**src/hdl/itoa_pkg.sv**
```systemverilog
// Package for the integer to ASCII radix converter.
// Holds shared widths, radix limits, character codes and the digit encoder.
// No dependencies.
package itoa_pkg;

  localparam int VALUE_WIDTH_DEF = 32;
  localparam int RADIX_W         = 6;
  localparam int CHAR_W          = 8;
  // Quotient bits retired per divider cycle; each step is a 7-bit compare and subtract.
  localparam int STEP_BITS       = 8;

  localparam logic [RADIX_W-1:0] RADIX_RESET = 6'd10;
  localparam logic [RADIX_W-1:0] RADIX_MIN   = 6'd2;
  localparam logic [RADIX_W-1:0] RADIX_MAX   = 6'd36;

  localparam logic [CHAR_W-1:0] CHAR_MINUS = 8'h2D;
  localparam logic [CHAR_W-1:0] CHAR_NUL   = 8'h00;
  localparam logic [CHAR_W-1:0] CHAR_ZERO  = 8'h30;
  localparam logic [CHAR_W-1:0] CHAR_LOWA  = 8'h61;

  // Maps a digit value 0..35 to '0'-'9' or 'a'-'z'.
  function automatic logic [CHAR_W-1:0] digit_char(input logic [RADIX_W-1:0] d);
    logic [CHAR_W-1:0] dx;
    dx = {2'b00, d};
    if (d < 6'd10) begin
      return CHAR_ZERO + dx;
    end else begin
      return CHAR_LOWA + dx - 8'd10;
    end
  endfunction

endpackage

```
**src/hdl/itoa_ram.sv**
```systemverilog
// Generic single-write, single-read RAM with registered read data.
// Used for the digit buffer of the converter; depends on nothing.
module itoa_ram #(
  parameter int WIDTH = 6,
  parameter int DEPTH = 32
) (
  input  logic                                   clk_i,
  input  logic                                   we_i,
  input  logic [((DEPTH > 1) ? $clog2(DEPTH) : 1)-1:0] waddr_i,
  input  logic [WIDTH-1:0]                       wdata_i,
  input  logic                                   re_i,
  input  logic [((DEPTH > 1) ? $clog2(DEPTH) : 1)-1:0] raddr_i,
  output logic [WIDTH-1:0]                       rdata_o
);

  logic [WIDTH-1:0] mem_q [DEPTH];
  logic [WIDTH-1:0] rdata_q;

  always_ff @(posedge clk_i) begin
    if (we_i) begin
      mem_q[waddr_i] <= wdata_i;
    end
    if (re_i) begin
      rdata_q <= mem_q[raddr_i];
    end
  end

  assign rdata_o = rdata_q;

endmodule

```
**src/hdl/itoa_div.sv**
```systemverilog
// Iterative divider of an unsigned word by a radix of up to 6 bits.
// Produces STEP_BITS quotient bits per cycle; uses itoa_pkg.
module itoa_div #(
  parameter int DIV_W = 32
) (
  input  logic                            clk_i,
  input  logic                            rst_ni,
  input  logic                            start_i,
  input  logic [DIV_W-1:0]                dividend_i,
  input  logic [itoa_pkg::RADIX_W-1:0]    divisor_i,
  output logic                            done_o,
  output logic [DIV_W-1:0]                quotient_o,
  output logic [itoa_pkg::RADIX_W-1:0]    remainder_o
);

  localparam int SB    = itoa_pkg::STEP_BITS;
  localparam int RW    = itoa_pkg::RADIX_W;
  localparam int NCYC  = DIV_W / SB;
  localparam int CNT_W = (NCYC > 1) ? $clog2(NCYC) : 1;

  logic             busy_q, busy_d;
  logic             done_q, done_d;
  logic [CNT_W-1:0] cnt_q, cnt_d;
  logic [DIV_W-1:0] quo_q;
  logic [RW-1:0]    rem_q;
  logic [RW-1:0]    div_q;

  logic [DIV_W-1:0] quo_v;
  logic [RW-1:0]    rem_v;
  logic [RW:0]      wide_v;

  // Restoring division, SB bits per cycle. The partial remainder is below
  // twice the divisor, so it fits RW+1 bits before the subtract.
  always_comb begin
    quo_v  = quo_q;
    rem_v  = rem_q;
    wide_v = '0;
    for (int s = 0; s < SB; s++) begin
      wide_v = {rem_v, quo_v[DIV_W-1]};
      quo_v  = {quo_v[DIV_W-2:0], 1'b0};
      if (wide_v >= {1'b0, div_q}) begin
        wide_v   = wide_v - {1'b0, div_q};
        quo_v[0] = 1'b1;
      end
      rem_v = wide_v[RW-1:0];
    end
  end

  always_comb begin
    busy_d = busy_q;
    done_d = 1'b0;
    cnt_d  = cnt_q;
    if (start_i) begin
      busy_d = 1'b1;
      cnt_d  = CNT_W'(NCYC - 1);
    end else if (busy_q) begin
      if (cnt_q == '0) begin
        busy_d = 1'b0;
        done_d = 1'b1;
      end else begin
        cnt_d = cnt_q - 1'b1;
      end
    end
  end

  always_ff @(posedge clk_i or negedge rst_ni) begin
    if (!rst_ni) begin
      busy_q <= 1'b0;
      done_q <= 1'b0;
      cnt_q  <= '0;
    end else begin
      busy_q <= busy_d;
      done_q <= done_d;
      cnt_q  <= cnt_d;
    end
  end

  always_ff @(posedge clk_i) begin
    if (start_i) begin
      quo_q <= dividend_i;
      rem_q <= '0;
      div_q <= divisor_i;
    end else if (busy_q) begin
      quo_q <= quo_v;
      rem_q <= rem_v;
    end
  end

  assign done_o      = done_q;
  assign quotient_o  = quo_q;
  assign remainder_o = rem_q;

endmodule

```
**src/hdl/integer_to_ascii_radix_core.sv**
```systemverilog
// Integer to ASCII text converter, top level.
// Depends on itoa_pkg, itoa_div and itoa_ram.
//
// Converts one signed VALUE_WIDTH-bit word into its text in the radix held in
// the configuration register (reset 10), one ASCII byte per output word, most
// significant first: an optional '-', lower-case digits, then a zero byte with
// last set. A radix outside 2 to 36 gives only the zero byte. Digits come out
// of one shared divider that retires 8 quotient bits per cycle, one division
// per digit; the digits are buffered in a small RAM and replayed, each
// character read in S_RD and sent in S_WR, which waits while the output is
// stalled. The input is ready only between words; the last output word may
// still be waiting when the next input word is taken.
module integer_to_ascii_radix_core #(
  parameter int VALUE_WIDTH = itoa_pkg::VALUE_WIDTH_DEF
) (
  input  logic                               clk_i,
  input  logic                               rst_ni,
  input  logic                               cfg_valid_i,
  output logic                               cfg_ready_o,
  input  logic [itoa_pkg::RADIX_W-1:0]       radix_i,
  input  logic                               in_valid_i,
  output logic                               in_ready_o,
  input  logic signed [VALUE_WIDTH-1:0]      value_i,
  output logic                               out_valid_o,
  input  logic                               out_ready_i,
  output logic [itoa_pkg::CHAR_W-1:0]        char_out_o,
  output logic                               last_o
);

  localparam int RW    = itoa_pkg::RADIX_W;
  localparam int CW    = itoa_pkg::CHAR_W;
  localparam int SB    = itoa_pkg::STEP_BITS;
  localparam int DIV_W = ((VALUE_WIDTH + SB - 1) / SB) * SB;
  localparam int AW    = $clog2(VALUE_WIDTH);
  localparam int NDW   = $clog2(VALUE_WIDTH + 1);

  localparam logic [2:0] S_IDLE = 3'd0;
  localparam logic [2:0] S_DIV  = 3'd1;
  localparam logic [2:0] S_SIGN = 3'd2;
  localparam logic [2:0] S_RD   = 3'd3;
  localparam logic [2:0] S_WR   = 3'd4;
  localparam logic [2:0] S_TERM = 3'd5;

  logic [2:0]       state_q, state_d;
  logic [RW-1:0]    radix_q;
  logic             neg_q, neg_d;
  logic [NDW-1:0]   nd_q, nd_d;
  logic [AW-1:0]    idx_q, idx_d;
  logic             out_valid_q, out_valid_d;
  logic [CW-1:0]    out_char_q, out_char_d;
  logic             out_last_q, out_last_d;

  logic             in_fire;
  logic             radix_ok;
  logic [VALUE_WIDTH-1:0] mag;
  logic             slot_free;

  logic             div_start;
  logic [DIV_W-1:0] div_dividend;
  logic             div_done;
  logic [DIV_W-1:0] div_quo;
  logic [RW-1:0]    div_rem;

  logic             ram_we;
  logic             ram_re;
  logic [RW-1:0]    ram_rdata;

  assign cfg_ready_o = 1'b1;
  assign in_ready_o  = (state_q == S_IDLE);
  assign in_fire     = in_valid_i && in_ready_o;
  assign radix_ok    = (radix_q >= itoa_pkg::RADIX_MIN) && (radix_q <= itoa_pkg::RADIX_MAX);
  // Two's complement magnitude; the most negative value maps to itself, read unsigned.
  assign mag         = value_i[VALUE_WIDTH-1] ? (~value_i + 1'b1) : value_i;
  assign slot_free   = !out_valid_q || out_ready_i;

  assign div_start    = (in_fire && radix_ok) ||
                        ((state_q == S_DIV) && div_done && (div_quo != '0));
  assign div_dividend = (state_q == S_IDLE) ? DIV_W'(mag) : div_quo;
  assign ram_we       = (state_q == S_DIV) && div_done;
  assign ram_re       = (state_q == S_RD);

  itoa_div #(
    .DIV_W(DIV_W)
  ) u_div (
    .clk_i      (clk_i),
    .rst_ni     (rst_ni),
    .start_i    (div_start),
    .dividend_i (div_dividend),
    .divisor_i  (radix_q),
    .done_o     (div_done),
    .quotient_o (div_quo),
    .remainder_o(div_rem)
  );

  itoa_ram #(
    .WIDTH(RW),
    .DEPTH(VALUE_WIDTH)
  ) u_digits (
    .clk_i  (clk_i),
    .we_i   (ram_we),
    .waddr_i(nd_q[AW-1:0]),
    .wdata_i(div_rem),
    .re_i   (ram_re),
    .raddr_i(idx_q),
    .rdata_o(ram_rdata)
  );

  always_comb begin
    state_d     = state_q;
    neg_d       = neg_q;
    nd_d        = nd_q;
    idx_d       = idx_q;
    out_valid_d = out_valid_q && !out_ready_i;
    out_char_d  = out_char_q;
    out_last_d  = out_last_q;
    unique case (state_q)
      S_IDLE: begin
        if (in_fire) begin
          neg_d   = value_i[VALUE_WIDTH-1];
          nd_d    = '0;
          state_d = radix_ok ? S_DIV : S_TERM;
        end
      end
      S_DIV: begin
        if (div_done) begin
          nd_d = nd_q + 1'b1;
          if (div_quo == '0) begin
            idx_d   = nd_q[AW-1:0];
            state_d = neg_q ? S_SIGN : S_RD;
          end
        end
      end
      S_SIGN: begin
        if (slot_free) begin
          out_valid_d = 1'b1;
          out_char_d  = itoa_pkg::CHAR_MINUS;
          out_last_d  = 1'b0;
          state_d     = S_RD;
        end
      end
      S_RD: begin
        state_d = S_WR;
      end
      S_WR: begin
        if (slot_free) begin
          out_valid_d = 1'b1;
          out_char_d  = itoa_pkg::digit_char(ram_rdata);
          out_last_d  = 1'b0;
          if (idx_q == '0) begin
            state_d = S_TERM;
          end else begin
            idx_d   = idx_q - 1'b1;
            state_d = S_RD;
          end
        end
      end
      S_TERM: begin
        if (slot_free) begin
          out_valid_d = 1'b1;
          out_char_d  = itoa_pkg::CHAR_NUL;
          out_last_d  = 1'b1;
          state_d     = S_IDLE;
        end
      end
      default: begin
        state_d = S_IDLE;
      end
    endcase
  end

  always_ff @(posedge clk_i or negedge rst_ni) begin
    if (!rst_ni) begin
      state_q     <= S_IDLE;
      radix_q     <= itoa_pkg::RADIX_RESET;
      neg_q       <= 1'b0;
      nd_q        <= '0;
      idx_q       <= '0;
      out_valid_q <= 1'b0;
    end else begin
      state_q     <= state_d;
      neg_q       <= neg_d;
      nd_q        <= nd_d;
      idx_q       <= idx_d;
      out_valid_q <= out_valid_d;
      if (cfg_valid_i && cfg_ready_o) begin
        radix_q <= radix_i;
      end
    end
  end

  always_ff @(posedge clk_i) begin
    out_char_q <= out_char_d;
    out_last_q <= out_last_d;
  end

  assign out_valid_o = out_valid_q;
  assign char_out_o  = out_char_q;
  assign last_o      = out_last_q;

endmodule

```
**config.mk**
```make
export PLATFORM = sky130hd
export DESIGN_NAME = integer_to_ascii_radix_core
export DESIGN_NICKNAME = d
export VERILOG_FILES = /design/src/hdl/itoa_pkg.sv /design/src/hdl/itoa_ram.sv /design/src/hdl/itoa_div.sv /design/src/hdl/integer_to_ascii_radix_core.sv
export SDC_FILE = /design/constraint.sdc
export NUM_CORES = 1
export LEC_CHECK = 0
export BUFFER_PORTS_ARGS = -buffer_cell sky130_fd_sc_hd__buf_2
export CAP_MARGIN = 25
export CORE_MARGIN = 4
export CORE_UTILIZATION = 40
export CTS_BUF_LIST = sky130_fd_sc_hd__clkbuf_4
export DETAILED_ROUTE_END_ITERATION = 10
export HOLD_SLACK_MARGIN = 0.15
export PLACE_DENSITY_LB_ADDON = 0.1
export SYNTH_ARGS = -nofsm -noshare
export SYNTH_HDL_FRONTEND = slang
export SYNTH_SLANG_ARGS = --single-unit
```
**constraint.sdc**
```tcl
create_clock -name clk_i -period 20.5 [get_ports clk_i]
set_input_delay 2.05 -clock clk_i [delete_from_list [all_inputs] [get_ports clk_i]]
set_output_delay 2.05 -clock clk_i [all_outputs]
set_load 0.1 [all_outputs]
```
==> impl_metrics.toml <==
[sta]
relSlewSlack_pct = 40.6
slew_viol_final = 0
min_period_ns = 18.71
setup_viol = 0
holdWs_ns = 0.511
fmax_ghz = 0.0534
post-route-period-util_pct = 91.3
finClkSkew_ns = 0.0589
rsz0062_at_grt = "false"
finalHoldViolCount = 0
fin_tns_setup_ns = 0
max_slew.worst_pin.slew_ns = 0.886

[logic_synthesis]
ys_warn_count = 0
ys_seq_area_share_pct = 55.3
synth_cell_types = 79
synth_area_um2 = 14700
yosys_most_used_dff = "edfxtp_1"
synth_fp_nets = 1228
synthArstFlopShare_pct = 9.06
synth_edf_count = 245
syn_area_per_cell_um2 = 13.1
ys_seq_elements = 276
synthCells = 1117

[placement]
place_hpwl_mm = 24.1
gp_congestion = 0.867
port-buffer-count = 53

[routing]
drc = 0
drtIter0Drc = 564
wirelength_mm = 34.8
via_count = 9429
via_per_inst = 5.48
wl_per_cell_um = 20.3
ant_nets = 0
first_pass_iters = 4

[finish]
nFillCells = 3272
finish.utilization_pct = 45.6
syn2layout_area_growth_pct = 11.5
layout.nets = 1324
drive_gt1_share_pct = 23.5
final_cell_mix = "edfxtp_1, clkbuf_4, nand2_1, o21ai_0, nor2_1"
layout.cells.most_common = "edfxtp_1"

[global_routing]
grt_pass1_vias = 9700
grt_pass1_wl_mm = 54.4
track_usage_pct = 17.7
grt_max_degree = 72
grt_overflow = 0
antenna_found_initial = 2

[clock_tree]
post_cts_resized = 0
cts_buffers = 76
ctsHoldBuffers = 0
cts_num_sinks = 276
clockBufferDepth = 3
cts_tree = "done"
cts_setup_buffers = 0
root_buffer = "clkbuf_4"
clock_latency_ns = 0.68
clk_pin_slew_ns = 0.07
htree_levels = 3

[floorplanning]
ios = 55
start_util_pct = 40.9
die_h_um = 199
die_w_um = 199
fp.coreArea_um2 = 35800
rows = 69
fp.dieArea_um2 = 39800

[setup_path]
ff2ff_setup_slack_ns = 1.79
timing.critical_path.mode_cell = "o21ai_0"
worstPathMaxFanout = 21
endpoint = "u_div.quotient_o[0]$_DFFE_PP_"
path_class = "register to register"
timing.rr.end = "u_div.quotient_o[0]$_DFFE_PP_"
worstReg2RegStart = "u_div.div_q[1]$_DFFE_PN_"
reg2reg_depth = 72
cpPeakStageDelay_ns = 0.76
worstSetupEndpointType = "register"
cp_slowest_cell = "a211oi_1"
required_ns = 20.88
cp.arrival_ns = 19.09
crit_start = "u_div.div_q[1]$_DFFE_PN_"
critPathLaunchType = "register"

[run_status]
status = "completed"

[worst_hold_path]
hold_path.class = "register to register"

[run]
cap_violations = 0
## layer usage
layer	wire length (µm)	track usage [%]	vias to the layer above
li1	-	-	4508
met1	15300	22.9	4638
met2	17300	29.7	219
met3	1410	3.47	64
met4	832	6.42	0
met5	0	0	-
## worst max-delay path, delay by kind of cell, from the launching register on
kind	cells	cell delay, ns
AOI/OAI and AO/OA	40	10.11
adders and majority gates	8	2.36
buffers and inverters	6	0.90
DFF	1	0.65
muxes	3	1.16
and+or+nand+nor	15	3.21
## layout make-up
class                      count  area [µm²]  area share, %
sequential                   276        8110           49.6
multi-input combinational    747        6210           38.0
clock buffer                 109         818           5.00
tap                          461         577           3.53
timing repair buffer          64         368           2.25
inverter                      48         180           1.10
clock inverter                13        80.1          0.490
antenna                        2        5.00         0.0306
## cells by family (layout without fill, tap and decap cells)
group	count (synthesis)	in the layout	synth area share, %
adder cells (fa/ha/maj)	68	68	6.21
multiplexers	96	96	12.0
flip-flops	276	276	55.3
other	1	3	0.0256
XOR/XNOR	62	62	3.70
AO/OA/AOI/OAI	228	228	10.3
AND/OR/NAND/NOR	292	292	9.91
buffers and inverters	94	234	2.50
## stage by stage
stage / cell area, µm² / setup WS, ns / cells
finish: 16400 / 1.79 / 1720
global route: 16400 / 0.226 / 1720
CTS: 16300 / 1.71 / 1717
detailed placement: 15400 / 1.86 / 1595
global placement: 15400 / 2.48 / 1595
floorplan: 14700 / 4.10 / 1117
## worst min-delay path by stage
| stage | from | endpoint | slack (ns) | cells after the start |
|---|---|---|---|---|
| final | u_div.cnt_q[1]$_DFFE_PN0P_ | u_div.cnt_q[1]$_DFFE_PN0P_ | 0.51 | 2 |
| after floorplan | radix_q[0]$_DFFE_PN0P_ | u_div.div_q[0]$_DFFE_PN_ | 0.44 | 0 |
| after detailed placement | u_div.cnt_q[1]$_DFFE_PN0P_ | u_div.cnt_q[1]$_DFFE_PN0P_ | 0.50 | 2 |
| after CTS | u_div.cnt_q[1]$_DFFE_PN0P_ | u_div.cnt_q[1]$_DFFE_PN0P_ | 0.51 | 2 |
| after global placement | u_div.cnt_q[1]$_DFFE_PN0P_ | u_div.cnt_q[1]$_DFFE_PN0P_ | 0.50 | 2 |
| after global routing | neg_q$_DFFE_PN0P_ | neg_q$_DFFE_PN0P_ | 0.54 | 1 |
## cell usage after synthesis, drive strengths merged (7+ instances only)
| master | n | share of area (%) |
|---|---|---|
| mux2i | 9 | 0.70 |
| o21ai | 90 | 3.1 |
| o31a | 7 | 0.48 |
| mux2 | 27 | 2.1 |
| nor2b | 15 | 0.64 |
| nand2 | 83 | 2.1 |
| nand2b | 16 | 0.68 |
| mux4 | 60 | 9.2 |
| ha | 60 | 5.1 |
| nor3 | 15 | 0.51 |
| a21oi | 29 | 1.0 |
| nor4 | 13 | 0.64 |
| or3 | 13 | 0.55 |
| edfxtp | 245 | 50 |
| o21a | 16 | 0.82 |
| and2 | 8 | 0.36 |
| nand4 | 8 | 0.34 |
| a211oi | 7 | 0.36 |
| xor2 | 41 | 2.4 |
| clkbuf | 33 | 0.84 |
| xnor2 | 21 | 1.3 |
| a21o | 16 | 0.82 |
| and3 | 7 | 0.30 |
| buf | 13 | 0.43 |
| nand3 | 16 | 0.55 |
| inv | 48 | 1.2 |
| fa | 8 | 1.1 |
| dfrtp | 23 | 3.9 |
| o31ai | 9 | 0.46 |
| nor2 | 76 | 1.9 |
## sequential cells by signal, indices dropped and copies added, names as in the netlist
register / flops
u_digits.mem_q: 192
u_div.quotient_o: 32
char_out_o: 8
radix_q: 6
u_digits.rdata_o: 6
u_div.div_q: 6
u_div.remainder_o: 6
idx_q: 5
nd_q: 5
state_q: 3
u_div.cnt_q: 2
last_o: 1
neg_q: 1
out_valid_o: 1
u_div.busy_q: 1
u_div.done_o: 1
Power is not shown: default switching activity piles up to over one toggle a cycle in this logic, so the estimate is an artifact.
